<file path="src/rtl/sd_spi_init_and_block_read_defines.svh">
// Assertion macros used by the SD SPI host sequencer RTL.
`ifndef SD_SPI_INIT_AND_BLOCK_READ_DEFINES_SVH
`define SD_SPI_INIT_AND_BLOCK_READ_DEFINES_SVH

// Implication checked on every clock edge outside reset.
`define SDSPI_ASSERT_IMPL(label, clk, rst, lhs, rhs, msg) \
   label: assert property (@(posedge clk) disable iff (rst) (lhs) |-> (rhs)) else $error(msg);

// Next-cycle implication checked on every clock edge outside reset.
`define SDSPI_ASSERT_NEXT(label, clk, rst, lhs, rhs, msg) \
   label: assert property (@(posedge clk) disable iff (rst) (lhs) |=> (rhs)) else $error(msg);

`endif

</file>
<file path="src/rtl/sdspi_pkg.sv">
// Package with types, codes and constants of the SD SPI host sequencer.
package sdspi_pkg;

   localparam int unsigned BLOCK_BYTES = 512;
   localparam int unsigned BLOCK_SHIFT = $clog2(BLOCK_BYTES);
   localparam int unsigned BC_W = 12;

   typedef logic [BC_W-1:0] bc_type;

   localparam logic [1:0] CMD_INIT = 2'd0;
   localparam logic [1:0] CMD_READ = 2'd1;
   localparam logic [1:0] CMD_RX   = 2'd2;
   localparam logic [1:0] CMD_TICK = 2'd3;

   localparam logic [2:0] REG_RESP_ATT  = 3'd0;
   localparam logic [2:0] REG_READY_TO  = 3'd1;
   localparam logic [2:0] REG_INIT_TO   = 3'd2;
   localparam logic [2:0] REG_TOKEN_TO  = 3'd3;
   localparam logic [2:0] REG_IDLE_RETR = 3'd4;
   localparam logic [2:0] REG_DUMMY     = 3'd5;

   localparam logic [1:0] STAT_OK    = 2'd0;
   localparam logic [1:0] STAT_ERR   = 2'd1;
   localparam logic [1:0] STAT_NRDY  = 2'd2;
   localparam logic [1:0] STAT_PARAM = 2'd3;

   typedef enum logic [4:0] {
      PH_IDLE, PH_DUMMY, PH_CMD0, PH_CMD8, PH_R7, PH_HCS, PH_CMD58, PH_OCR,
      PH_PROBE, PH_POLL, PH_CMD16, PH_INIT_END, PH_RDCMD, PH_TOKEN, PH_DATA,
      PH_CRC, PH_STOP, PH_READ_END
   } phase_type;

   typedef enum logic [2:0] {
      ST_DESEL, ST_READY, ST_BYTES, ST_STUFF, ST_RESP, ST_FAIL
   } stage_type;

   typedef struct packed {
      logic [1:0]  command;
      logic [7:0]  rx_byte;
      logic        drive;
      logic [31:0] sector;
      logic [15:0] block_count;
   } req_type;

   typedef struct packed {
      logic [7:0] tx_byte;
      logic       tx_valid;
      logic       card_selected;
      logic [7:0] data_byte;
      logic       data_valid;
      logic       done_res;
      logic [1:0] status;
      logic [3:0] card_kind;
      logic       not_initialized;
   } rsp_type;

   typedef struct packed {
      logic [7:0] response_attempts;
      logic [7:0] ready_timeout_ticks;
      logic [7:0] init_timeout_ticks;
      logic [7:0] token_timeout_ticks;
      logic [7:0] idle_retries;
      logic [7:0] dummy_bytes;
   } cfg_type;

   // Complete sequencer state, one register set.
   typedef struct packed {
      phase_type   phase;
      stage_type   stage;
      logic [7:0]  init_tmo;
      logic [7:0]  wait_timer;
      logic [3:0]  card_type;
      logic        uninit;
      logic [7:0]  retry_counter;
      bc_type      byte_counter;
      logic [31:0] ocr;
      logic [31:0] address;
      logic [15:0] blocks_left;
      logic [5:0]  current_cmd;
      logic [2:0]  cmd_idx;
      logic [7:0]  attempts;
      logic        acmd_pending;
      logic [3:0]  new_type;
      logic        poll_acmd;
      logic        multi;
      logic [31:0] cmd_arg;
      logic        acmd_hcs;
      logic [7:0]  txb;
      logic        txv;
      logic        csel;
   } seq_type;

endpackage

</file>
<file path="src/rtl/sd_spi_init_and_block_read.sv">
// Top level of the SPI-mode SD card host sequencer.
//  channel  ports                          direction  payload
//  request  req_valid/req_stall/req_data   in         command, rx byte, read request
//  response rsp_valid/rsp_stall/rsp_data   out        next SPI byte, data, status
//  config   csr_write/csr_index/csr_data   in         six 8-bit timing and count registers
// For every item the sequencer state advances as the item is taken
// and its result lands in the output register on the same edge.
// A new item is accepted every cycle while the output register is empty or being
// drained; a stall on the response side holds the result and stops intake.
// Reset is synchronous and needs no clearing pass.
module sd_spi_init_and_block_read (
   input  logic                clock,
   input  logic                reset,
   input  logic                req_valid,
   output logic                req_stall,
   input  sdspi_pkg::req_type  req_data,
   output logic                rsp_valid,
   input  logic                rsp_stall,
   output sdspi_pkg::rsp_type  rsp_data,
   input  logic                csr_write,
   input  logic [2:0]          csr_index,
   input  logic [7:0]          csr_data
);

   sdspi_pkg::cfg_type cfg;
   sdspi_pkg::rsp_type rsp_next;
   sdspi_pkg::rsp_type rsp_ff;
   logic               valid_ff;
   logic               step;

   assign req_stall = valid_ff && rsp_stall;
   assign step = req_valid && !req_stall;

   sdspi_cfg u_cfg (
      .clock(clock), .reset(reset), .csr_write(csr_write),
      .csr_index(csr_index), .csr_data(csr_data), .cfg(cfg)
   );

   sdspi_seq u_seq (
      .clock(clock), .reset(reset), .step(step), .req(req_data),
      .cfg(cfg), .rsp(rsp_next)
   );

   always_ff @(posedge clock) begin
      if (reset) begin
         valid_ff <= 1'b0;
      end else if (!req_stall) begin
         valid_ff <= step;
      end
   end

   always_ff @(posedge clock) begin
      if (step) begin
         rsp_ff <= rsp_next;
      end
   end

   assign rsp_valid = valid_ff;
   assign rsp_data = rsp_ff;

endmodule

</file>
<file path="src/rtl/sdspi_cfg.sv">
// Configuration register file of the SD SPI host sequencer.
module sdspi_cfg (
   input  logic                  clock,
   input  logic                  reset,
   input  logic                  csr_write,
   input  logic [2:0]            csr_index,
   input  logic [7:0]            csr_data,
   output sdspi_pkg::cfg_type    cfg
);

   sdspi_pkg::cfg_type cfg_ff, cfg_in;

   always_comb begin
      cfg_in = cfg_ff;
      if (csr_write) begin
         unique case (csr_index)
            sdspi_pkg::REG_RESP_ATT:  cfg_in.response_attempts   = csr_data;
            sdspi_pkg::REG_READY_TO:  cfg_in.ready_timeout_ticks = csr_data;
            sdspi_pkg::REG_INIT_TO:   cfg_in.init_timeout_ticks  = csr_data;
            sdspi_pkg::REG_TOKEN_TO:  cfg_in.token_timeout_ticks = csr_data;
            sdspi_pkg::REG_IDLE_RETR: cfg_in.idle_retries        = csr_data;
            sdspi_pkg::REG_DUMMY:     cfg_in.dummy_bytes         = csr_data;
            default: ;
         endcase
      end
   end

   always_ff @(posedge clock) begin
      if (reset) begin
         cfg_ff <= '{8'd10, 8'd50, 8'd100, 8'd20, 8'd100, 8'd100};
      end else begin
         cfg_ff <= cfg_in;
      end
   end

   assign cfg = cfg_ff;

endmodule

</file>
<file path="src/rtl/sdspi_seq.sv">
// Sequencer state register and the next-state logic for one item.
`include "sd_spi_init_and_block_read_defines.svh"

module sdspi_seq (
   input  logic                  clock,
   input  logic                  reset,
   input  logic                  step,
   input  sdspi_pkg::req_type    req,
   input  sdspi_pkg::cfg_type    cfg,
   output sdspi_pkg::rsp_type    rsp
);

   sdspi_pkg::seq_type s_ff, s_in;
   logic [7:0] o_data;
   logic       o_dv;
   logic       o_done;
   logic [1:0] o_status;

   always_ff @(posedge clock) begin
      if (reset) begin
         s_ff <= '{phase: sdspi_pkg::PH_IDLE, stage: sdspi_pkg::ST_DESEL,
                   uninit: 1'b1, txb: 8'hFF, default: '0};
      end else if (step) begin
         s_ff <= s_in;
      end
   end

   always_comb begin
      sdspi_pkg::seq_type n;
      logic [7:0] rx;
      logic       have_resp;
      logic [7:0] r;
      logic [7:0] cb;
      logic       go58, go16, gohcs, gopoll, gofin, gotok, goafter, gorfin;
      logic       start_valid;
      logic [5:0] sc_cmd;
      logic [31:0] sc_arg;
      logic       sc_acmd;
      logic [31:0] ocr_n;
      sdspi_pkg::bc_type bc1;
      n = s_ff;
      rx = req.rx_byte;
      have_resp = 1'b0;
      r = 8'hFF;
      cb = 8'h01;
      go58 = 1'b0; go16 = 1'b0; gohcs = 1'b0; gopoll = 1'b0; gofin = 1'b0;
      gotok = 1'b0; goafter = 1'b0; gorfin = 1'b0;
      start_valid = 1'b0; sc_cmd = '0; sc_arg = '0; sc_acmd = 1'b0;
      ocr_n = {s_ff.ocr[23:0], rx};
      bc1 = s_ff.byte_counter + sdspi_pkg::bc_type'(1);
      o_data = 8'h00; o_dv = 1'b0; o_done = 1'b0; o_status = sdspi_pkg::STAT_OK;

      // Command frame byte for the current index.
      case (s_ff.cmd_idx)
         3'd1: cb = s_ff.cmd_arg[31:24];
         3'd2: cb = s_ff.cmd_arg[23:16];
         3'd3: cb = s_ff.cmd_arg[15:8];
         3'd4: cb = s_ff.cmd_arg[7:0];
         default: begin
            if (s_ff.current_cmd == 6'd0) cb = 8'h95;
            else if (s_ff.current_cmd == 6'd8) cb = 8'h87;
            else cb = 8'h01;
         end
      endcase

      case (req.command)
         sdspi_pkg::CMD_INIT: begin
            if (s_ff.phase == sdspi_pkg::PH_IDLE) begin
               n.init_tmo = '0;
               n.wait_timer = '0;
               n.phase = sdspi_pkg::PH_DUMMY;
               n.byte_counter = sdspi_pkg::bc_type'(cfg.dummy_bytes) +
                                sdspi_pkg::bc_type'(1);
               n.txb = 8'hFF; n.txv = 1'b1; n.csel = 1'b0;
            end
         end
         sdspi_pkg::CMD_READ: begin
            if (s_ff.phase == sdspi_pkg::PH_IDLE) begin
               if (req.drive || req.block_count == 16'd0) begin
                  o_done = 1'b1; o_status = sdspi_pkg::STAT_PARAM;
               end else if (s_ff.uninit) begin
                  o_done = 1'b1; o_status = sdspi_pkg::STAT_NRDY;
               end else begin
                  n.address = s_ff.card_type[3] ? req.sector :
                              (req.sector << sdspi_pkg::BLOCK_SHIFT);
                  n.blocks_left = req.block_count;
                  n.multi = (req.block_count > 16'd1);
                  n.phase = sdspi_pkg::PH_RDCMD;
                  start_valid = 1'b1;
                  sc_cmd = (req.block_count > 16'd1) ? 6'd18 : 6'd17;
                  sc_arg = n.address;
               end
            end
         end
         sdspi_pkg::CMD_TICK: begin
            if (s_ff.init_tmo != 8'd0) n.init_tmo = s_ff.init_tmo - 8'd1;
            if (s_ff.wait_timer != 8'd0) n.wait_timer = s_ff.wait_timer - 8'd1;
         end
         default: begin
            if (s_ff.phase != sdspi_pkg::PH_IDLE && s_ff.txv) begin
               case (s_ff.phase)
                  sdspi_pkg::PH_DUMMY: begin
                     n.byte_counter = (s_ff.byte_counter > 1) ?
                                      s_ff.byte_counter - sdspi_pkg::bc_type'(1) : '0;
                     if (s_ff.byte_counter > 1) begin
                        n.txb = 8'hFF; n.txv = 1'b1; n.csel = 1'b0;
                     end else begin
                        n.phase = sdspi_pkg::PH_CMD0;
                        n.retry_counter = cfg.idle_retries;
                        n.new_type = '0;
                        start_valid = 1'b1; sc_cmd = 6'd0; sc_arg = '0;
                     end
                  end
                  sdspi_pkg::PH_R7, sdspi_pkg::PH_OCR: begin
                     n.ocr = ocr_n;
                     n.byte_counter = bc1;
                     if (bc1 < sdspi_pkg::bc_type'(4)) begin
                        n.txb = 8'hFF; n.txv = 1'b1; n.csel = 1'b1;
                     end else if (s_ff.phase == sdspi_pkg::PH_OCR) begin
                        n.new_type = ocr_n[30] ? 4'd12 : 4'd4;
                        go16 = 1'b1;
                     end else if (ocr_n[15:0] == 16'h01AA) begin
                        gohcs = 1'b1;
                     end else begin
                        n.new_type = '0;
                        go16 = 1'b1;
                     end
                  end
                  sdspi_pkg::PH_INIT_END: begin
                     n.card_type = s_ff.new_type;
                     n.uninit = (s_ff.new_type == 4'd0);
                     o_done = 1'b1;
                     o_status = (s_ff.new_type == 4'd0) ? sdspi_pkg::STAT_NRDY
                                                        : sdspi_pkg::STAT_OK;
                     n.txb = 8'hFF; n.txv = 1'b0; n.csel = 1'b0;
                     n.phase = sdspi_pkg::PH_IDLE;
                  end
                  sdspi_pkg::PH_TOKEN: begin
                     if (rx == 8'hFF && s_ff.wait_timer != 8'd0) begin
                        n.txb = 8'hFF; n.txv = 1'b1; n.csel = 1'b1;
                     end else if (rx == 8'hFE) begin
                        n.phase = sdspi_pkg::PH_DATA; n.byte_counter = '0;
                        n.txb = 8'hFF; n.txv = 1'b1; n.csel = 1'b1;
                     end else begin
                        goafter = 1'b1;
                     end
                  end
                  sdspi_pkg::PH_DATA: begin
                     o_data = rx; o_dv = 1'b1;
                     n.byte_counter = bc1;
                     if (bc1 >= sdspi_pkg::bc_type'(sdspi_pkg::BLOCK_BYTES)) begin
                        n.phase = sdspi_pkg::PH_CRC; n.byte_counter = '0;
                     end
                     n.txb = 8'hFF; n.txv = 1'b1; n.csel = 1'b1;
                  end
                  sdspi_pkg::PH_CRC: begin
                     n.byte_counter = bc1;
                     if (bc1 < sdspi_pkg::bc_type'(2)) begin
                        n.txb = 8'hFF; n.txv = 1'b1; n.csel = 1'b1;
                     end else begin
                        n.blocks_left = s_ff.blocks_left - 16'd1;
                        if (s_ff.blocks_left != 16'd1) gotok = 1'b1;
                        else goafter = 1'b1;
                     end
                  end
                  sdspi_pkg::PH_READ_END: begin
                     o_done = 1'b1;
                     o_status = (s_ff.blocks_left != 16'd0) ? sdspi_pkg::STAT_ERR
                                                            : sdspi_pkg::STAT_OK;
                     n.txb = 8'hFF; n.txv = 1'b0; n.csel = 1'b0;
                     n.phase = sdspi_pkg::PH_IDLE;
                  end
                  default: begin
                     // Command exchange engine.
                     unique case (s_ff.stage)
                        sdspi_pkg::ST_DESEL: begin
                           n.stage = sdspi_pkg::ST_READY;
                           n.wait_timer = cfg.ready_timeout_ticks;
                           n.txb = 8'hFF; n.txv = 1'b1; n.csel = 1'b1;
                        end
                        sdspi_pkg::ST_READY: begin
                           if (rx == 8'hFF) begin
                              n.stage = sdspi_pkg::ST_BYTES; n.cmd_idx = 3'd1;
                              n.txb = {2'b01, s_ff.current_cmd};
                              n.txv = 1'b1; n.csel = 1'b1;
                           end else if (s_ff.wait_timer == 8'd0) begin
                              n.stage = sdspi_pkg::ST_FAIL;
                              n.txb = 8'hFF; n.txv = 1'b1; n.csel = 1'b0;
                           end else begin
                              n.txb = 8'hFF; n.txv = 1'b1; n.csel = 1'b1;
                           end
                        end
                        sdspi_pkg::ST_BYTES: begin
                           n.txv = 1'b1; n.csel = 1'b1;
                           if (s_ff.cmd_idx < 3'd6) begin
                              n.txb = cb; n.cmd_idx = s_ff.cmd_idx + 3'd1;
                           end else begin
                              n.attempts = cfg.response_attempts;
                              n.stage = (s_ff.current_cmd == 6'd12) ?
                                        sdspi_pkg::ST_STUFF : sdspi_pkg::ST_RESP;
                              n.txb = 8'hFF;
                           end
                        end
                        sdspi_pkg::ST_STUFF: begin
                           n.stage = sdspi_pkg::ST_RESP;
                           n.txb = 8'hFF; n.txv = 1'b1; n.csel = 1'b1;
                        end
                        sdspi_pkg::ST_RESP: begin
                           if (rx[7] && s_ff.attempts > 8'd1) begin
                              n.attempts = s_ff.attempts - 8'd1;
                              n.txb = 8'hFF; n.txv = 1'b1; n.csel = 1'b1;
                           end else begin
                              have_resp = 1'b1; r = rx;
                           end
                        end
                        default: begin
                           have_resp = 1'b1; r = 8'hFF;
                        end
                     endcase
                  end
               endcase
            end
         end
      endcase

      // Response handling.
      if (have_resp) begin
         n.acmd_pending = 1'b0;
         if (s_ff.current_cmd == 6'd55 && s_ff.acmd_pending && r <= 8'd1) begin
            start_valid = 1'b1; sc_cmd = 6'd41;
            sc_arg = {1'b0, s_ff.acmd_hcs, 30'd0};
         end else begin
            case (s_ff.phase)
               sdspi_pkg::PH_CMD0: begin
                  if (r == 8'd1) begin
                     n.init_tmo = cfg.init_timeout_ticks;
                     n.phase = sdspi_pkg::PH_CMD8;
                     start_valid = 1'b1; sc_cmd = 6'd8; sc_arg = 32'h1AA;
                  end else if (s_ff.retry_counter > 8'd1) begin
                     n.retry_counter = s_ff.retry_counter - 8'd1;
                     start_valid = 1'b1; sc_cmd = 6'd0;
                  end else begin
                     n.new_type = '0; gofin = 1'b1;
                  end
               end
               sdspi_pkg::PH_CMD8: begin
                  if (r == 8'd1) begin
                     n.phase = sdspi_pkg::PH_R7; n.byte_counter = '0; n.ocr = '0;
                     n.txb = 8'hFF; n.txv = 1'b1; n.csel = 1'b1;
                  end else begin
                     n.phase = sdspi_pkg::PH_PROBE;
                     start_valid = 1'b1; sc_acmd = 1'b1;
                  end
               end
               sdspi_pkg::PH_HCS: begin
                  if (r == 8'd0) go58 = 1'b1; else gohcs = 1'b1;
               end
               sdspi_pkg::PH_CMD58: begin
                  if (r == 8'd0) begin
                     n.phase = sdspi_pkg::PH_OCR; n.byte_counter = '0; n.ocr = '0;
                     n.txb = 8'hFF; n.txv = 1'b1; n.csel = 1'b1;
                  end else go58 = 1'b1;
               end
               sdspi_pkg::PH_PROBE: begin
                  n.new_type = (r <= 8'd1) ? 4'd2 : 4'd1;
                  n.poll_acmd = (r <= 8'd1);
                  gopoll = 1'b1;
               end
               sdspi_pkg::PH_POLL: begin
                  if (r != 8'd0) gopoll = 1'b1; else go16 = 1'b1;
               end
               sdspi_pkg::PH_CMD16: begin
                  // A zero response while still in this phase also ends init.
                  go16 = 1'b1;
               end
               sdspi_pkg::PH_RDCMD: begin
                  if (r == 8'd0) gotok = 1'b1; else gorfin = 1'b1;
               end
               default: gorfin = 1'b1;
            endcase
         end
      end

      // Chained init and read steps; several may fall through to a later step.
      if (gopoll) begin
         if (s_ff.init_tmo == 8'd0) go16 = 1'b1;
         else begin
            n.phase = sdspi_pkg::PH_POLL; start_valid = 1'b1;
            if (n.poll_acmd) sc_acmd = 1'b1; else sc_cmd = 6'd1;
         end
      end
      if (gohcs) begin
         if (s_ff.init_tmo != 8'd0) begin
            n.phase = sdspi_pkg::PH_HCS; start_valid = 1'b1; sc_acmd = 1'b1;
            sc_arg = 32'h4000_0000;
         end else go58 = 1'b1;
      end
      if (go58) begin
         if (s_ff.init_tmo != 8'd0) begin
            n.phase = sdspi_pkg::PH_CMD58; start_valid = 1'b1; sc_cmd = 6'd58;
         end else go16 = 1'b1;
      end
      if (go16) begin
         if (n.new_type != 4'd12 && s_ff.init_tmo != 8'd0 &&
             !(s_ff.phase == sdspi_pkg::PH_CMD16 && have_resp && r == 8'd0)) begin
            n.phase = sdspi_pkg::PH_CMD16; start_valid = 1'b1; sc_cmd = 6'd16;
            sc_arg = 32'(sdspi_pkg::BLOCK_BYTES);
         end else begin
            if (s_ff.init_tmo == 8'd0) n.new_type = '0;
            gofin = 1'b1;
         end
      end
      if (gofin) begin
         n.phase = sdspi_pkg::PH_INIT_END;
         n.txb = 8'hFF; n.txv = 1'b1; n.csel = 1'b0;
      end
      if (gotok) begin
         n.wait_timer = cfg.token_timeout_ticks;
         n.phase = sdspi_pkg::PH_TOKEN;
         n.txb = 8'hFF; n.txv = 1'b1; n.csel = 1'b1;
      end
      if (goafter) begin
         if (s_ff.multi) begin
            n.phase = sdspi_pkg::PH_STOP; start_valid = 1'b1; sc_cmd = 6'd12;
         end else gorfin = 1'b1;
      end
      if (gorfin) begin
         n.phase = sdspi_pkg::PH_READ_END;
         n.txb = 8'hFF; n.txv = 1'b1; n.csel = 1'b0;
      end

      // Launch a command; an application command goes out as CMD55 first.
      if (start_valid) begin
         if (sc_acmd) begin
            n.acmd_pending = 1'b1;
            n.acmd_hcs = sc_arg[30];
            n.current_cmd = 6'd55;
            n.cmd_arg = '0;
         end else begin
            n.current_cmd = sc_cmd;
            n.cmd_arg = sc_arg;
         end
         n.stage = sdspi_pkg::ST_DESEL;
         n.txb = 8'hFF; n.txv = 1'b1; n.csel = 1'b0;
      end
      s_in = n;
   end

   assign rsp.tx_byte         = s_in.txb;
   assign rsp.tx_valid        = s_in.txv;
   assign rsp.card_selected   = s_in.csel;
   assign rsp.data_byte       = o_data;
   assign rsp.data_valid      = o_dv;
   assign rsp.done_res        = o_done;
   assign rsp.status          = o_status;
   assign rsp.card_kind       = s_in.card_type;
   assign rsp.not_initialized = s_in.uninit;

   `SDSPI_ASSERT_IMPL(a_idle_quiet, clock, reset,
      s_ff.phase == sdspi_pkg::PH_IDLE, !s_ff.txv && !s_ff.csel,
      "idle sequencer requests an exchange")
   `SDSPI_ASSERT_IMPL(a_data_in_read, clock, reset,
      step && o_dv, s_ff.phase == sdspi_pkg::PH_DATA,
      "data byte outside a data phase")
   `SDSPI_ASSERT_NEXT(a_done_to_idle, clock, reset,
      step && o_done, s_ff.phase == sdspi_pkg::PH_IDLE,
      "completion without return to idle")
   `SDSPI_ASSERT_IMPL(a_count_range, clock, reset,
      s_ff.phase == sdspi_pkg::PH_DATA,
      s_ff.byte_counter < sdspi_pkg::bc_type'(sdspi_pkg::BLOCK_BYTES),
      "block byte count out of range")

endmodule

</file>
<file path="config.mk">
export PLATFORM = sky130hd
export DESIGN_NAME = sd_spi_init_and_block_read
export DESIGN_NICKNAME = d
export VERILOG_FILES = /design/src/rtl/sdspi_pkg.sv /design/src/rtl/sd_spi_init_and_block_read.sv /design/src/rtl/sdspi_cfg.sv /design/src/rtl/sdspi_seq.sv
export VERILOG_INCLUDE_DIRS = /design/src /design/src/rtl
export SDC_FILE = /design/constraint.sdc
export NUM_CORES = 1
export LEC_CHECK = 0
export ABC_CLOCK_PERIOD_IN_PS = 8100
export BUFFER_PORTS_ARGS = -buffer_cell sky130_fd_sc_hd__buf_2
export CORE_ASPECT_RATIO = 0.7
export CORE_MARGIN = 4
export CORE_UTILIZATION = 30
export DETAILED_ROUTE_END_ITERATION = 8
export SLEW_MARGIN = 10
export SYNTH_ARGS = -nofsm -noshare
export SYNTH_HDL_FRONTEND = slang
export SYNTH_SLANG_ARGS = --single-unit
</file>
<file path="constraint.sdc">
create_clock -name clock -period 8.1 [get_ports clock]
set_clock_uncertainty 0.05 [all_clocks]
set_input_delay 0 -clock clock [delete_from_list [all_inputs] [get_ports clock]]
set_output_delay 0 -clock clock [all_outputs]
set_load 0.05 [all_outputs]
</file>
==> results.ini <==
[outcome]
status = finished, final reports clean

[route]
postRouteAntennaNets = 0
route.detailed.drc = 0
drt_iter0_markers = 1455
wire_per_inst_um = 20.39
dr.pass1.iters = 5
num_vias = 14250
drt_wl_total_um = 50630
vias_per_cell = 5.737

[placement]
place_ws_ps = 3262
io_buffers = 103
dpl.hpwl_um = 36100
gp_congestion = 0.9301

[floorplan]
placementRows = 64
die_area_um2 = 48510
ios = 104
die_h_um = 185.5
core_region_area_um2 = 44040
initial_core_util_pct = 30.65
die_w_um = 261.6

[global_route]
overflow = 0
grt_max_degree = 86
busiest_layer = met1
met2_usage_pct = 29.27
grt_use_met3_pct = 3.482
grt_pass1_wl_um = 76910
antenna_found_initial = 1
use_met1_pct = 30.68
groute.usage.overall_pct = 19.99
grt_pass1_vias = 12900

[setup_path]
path_cells = nor2_1 -> a21oi_1 -> and3_1 -> a21boi_0 -> o211ai_1 -> nand3_1 -> a21oi_1 -> nand4_1 -> nor2_1 -> nand2_1
slowest_stage = dfxtp_1
critPathBufInv = 0
ff2ff_path_depth = 10
cp_slowest_stage_delay_ps = 820
r2r-start = u_seq.s_ff[195]$_SDFFE_PP0P_
r2r_setup_slack_ps = 3030
cp_max_fo = 21
cp-end-kind = register
cp.arrival_ps = 5260
startpoint_type = register
critPathTopFamily = simple AND/OR/NAND/NOR gates
cp.required_ps = 8290
rr_endpoint = rsp_data[24]$_DFFE_PP_
crit_type = register to register

[synthesis]
syn-num-nets = 1857
ys_seq_elements = 218
async_flop_share_pct = 0
ys.flop_type = dfxtp_1
ys_warn_count = 0
synth_area_um2 = 13500
synth-seq-area-share_pct = 34.33
synth_edf_count = 27
synth.distinct_cells = 92
synthCells = 1758
syn_avg_cell_area_um2 = 7.679

[flow_run]
cap_violations = 0

[hold_path]
holdPathStages = 3
worstHoldStart = req_data[48]
worstHoldEndpoint = rsp_data[5]$_DFFE_PP_
hold_class = input port to register

[sta]
tightest_slew_ps = 1281
setup_viol = 0
fin_crit_sh_pct = 62.55
max_freq_ghz = 0.1974
fin_crit_ps = 5067
finalMaxSlewViolations = 0
fin_ws_ps = 3033
hold_viol = 0
slew-limit-headroom_pct = 13.82
final.setup.tns_ps = 0
rsz0062_at_grt = false

[finish]
mostFrequentLayoutCells = nand2_1, nor2_1, dfxtp_1
layout-drive-gt1-share_pct = 11.38
final_common_cell = nand2_1
final_util_pct = 36.48
fin_nets = 1971
diodes = 0
syn2layout_area_growth_pct = 19.00

[clocking]
h-tree-depth = 1
clkTransAtPathRegs_ps = 70
tritoncts = done
clockBufferDepth = 3
cts_setup_buffers = 0
clk_latency_ps = 540
cts.root.buffer_cell = clkbuf_16
numClockSinks = 218
numCtsBuffers = 24

[pwr]
ir_worst_vdd_v = 0.0001148
total_power_uw = 2620
leakagePower_uw = 0.005774
power.density_nw_per_um2 = 163.1

-- cells in the mapped netlist (all sizes together), types with 6 or more instances --
library cell | number | area, µm²
o31a | 8 | 78.83
or3 | 21 | 131.4
nor3b | 7 | 62.56
o22ai | 6 | 43.79
o31ai | 42 | 329.1
nand4 | 15 | 93.84
a31oi | 22 | 137.6
xnor2 | 10 | 87.58
a221oi | 17 | 166.4
nand3b | 41 | 307.8
nor4 | 20 | 150.1
a21oi | 146 | 738.2
nor2b | 16 | 100.1
edfxtp | 27 | 810.8
inv | 36 | 135.1
or2 | 13 | 81.33
a32oi | 7 | 61.31
a41oi | 6 | 52.55
nor2 | 212 | 800.8
nand2b | 20 | 125.1
ha | 24 | 300.3
mux2i | 37 | 370.4
a21o | 6 | 45.04
clkbuf | 87 | 326.6
mux2 | 7 | 78.83
or4 | 7 | 60.06
a22oi | 41 | 312.8
a211oi | 23 | 192.7
o211ai | 20 | 150.1
o21ai | 102 | 510.5
buf | 30 | 171.4
and3 | 21 | 131.4
dfxtp | 191 | 3824
a2111oi | 7 | 67.56
nand3 | 59 | 300.3
nor3 | 67 | 335.3
nand2 | 235 | 882.1
and2 | 18 | 115.1
a211o | 9 | 78.83
xor2 | 10 | 87.58
-- worst min-delay path: stages --
cell and delay, ps:
buf_2 100, nor2_1 70, o22ai_1 270
-- worst max path at each step --
stage / start / endpoint / slack (ps) / cells past startpoint
floorplan: u_seq.s_ff[147]$_SDFFE_PP0P_ / u_seq.s_ff[18]$_SDFFE_PP0P_ / 4880 / 12
global placement: u_seq.s_ff[147]$_SDFFE_PP0P_ / rsp_data[24]$_DFFE_PP_ / 3380 / 10
detailed placement: u_seq.s_ff[147]$_SDFFE_PP0P_ / rsp_data[20]$_DFFE_PP_ / 3260 / 10
CTS: u_seq.s_ff[195]$_SDFFE_PP0P_ / u_seq.s_ff[40]$_SDFFE_PP0P_ / 3220 / 12
global route: u_seq.s_ff[195]$_SDFFE_PP0P_ / rsp_data[20]$_DFFE_PP_ / 2770 / 10
finish: u_seq.s_ff[195]$_SDFFE_PP0P_ / rsp_data[24]$_DFFE_PP_ / 3030 / 10
-- kinds of logic after synthesis --
family	synth area share, %
and+or+nand+nor	28.20
DFF	34.33
AOI/OAI and AO/OA	25.93
xor gates and xnor gates	1.297
muxes	3.327
adders and majority gates	2.224
buffers and inverters	4.689
-- report_power, final --
group          switching, µW  leakage (µW)  internal (µW)
combinational            215       0.00357            115
clock                    484      0.000393            668
sequential              21.9       0.00181           1120
total                    720       0.00577           1900
-- layout make-up --
| type | count | area, µm² |
|---|---|---|
| Fill cell | 4610 | 27980 |
| Multi-Input combinational cell | 1387 | 8233 |
| Sequential cell | 218 | 4634 |
| Timing Repair Buffer | 205 | 1500 |
| Tap cell | 594 | 743.2 |
| Clock buffer | 30 | 685.7 |
| Inverter | 36 | 135.1 |
| Clock inverter | 13 | 133.9 |
-- stage by stage --
step	hold WS (ps)	cells	cell area (µm²)
3_3_place_gp	178.0	2355	14400
3_5_place_dp	200.8	2355	14400
4_1_cts	3.704	2483	16070
5_1_grt	4.781	2483	16070
6_report	39.19	2483	16070
2_1_floorplan	67.86	1758	13500
-- registers in the layout, summed over array words and instances, names as in the netlist --
signal / count
u_cfg.cfg: 48
u_seq.s_ff: 142
rsp_valid: 1
rsp_data: 27
-- layer usage --
metal / wire (µm) / vias to the layer above
met2: 20950 / 601
li1: - / 6664
met1: 24700 / 6911
met3: 4044 / 70
met5: 0 / -
met4: 936 / 0
-- timing repair --
action,CTS,global route
hold endpoints to repair,133,0
hold buffers,85,0
resized for setup,0,0
Note: power is estimated with default switching activity, not from simulation.
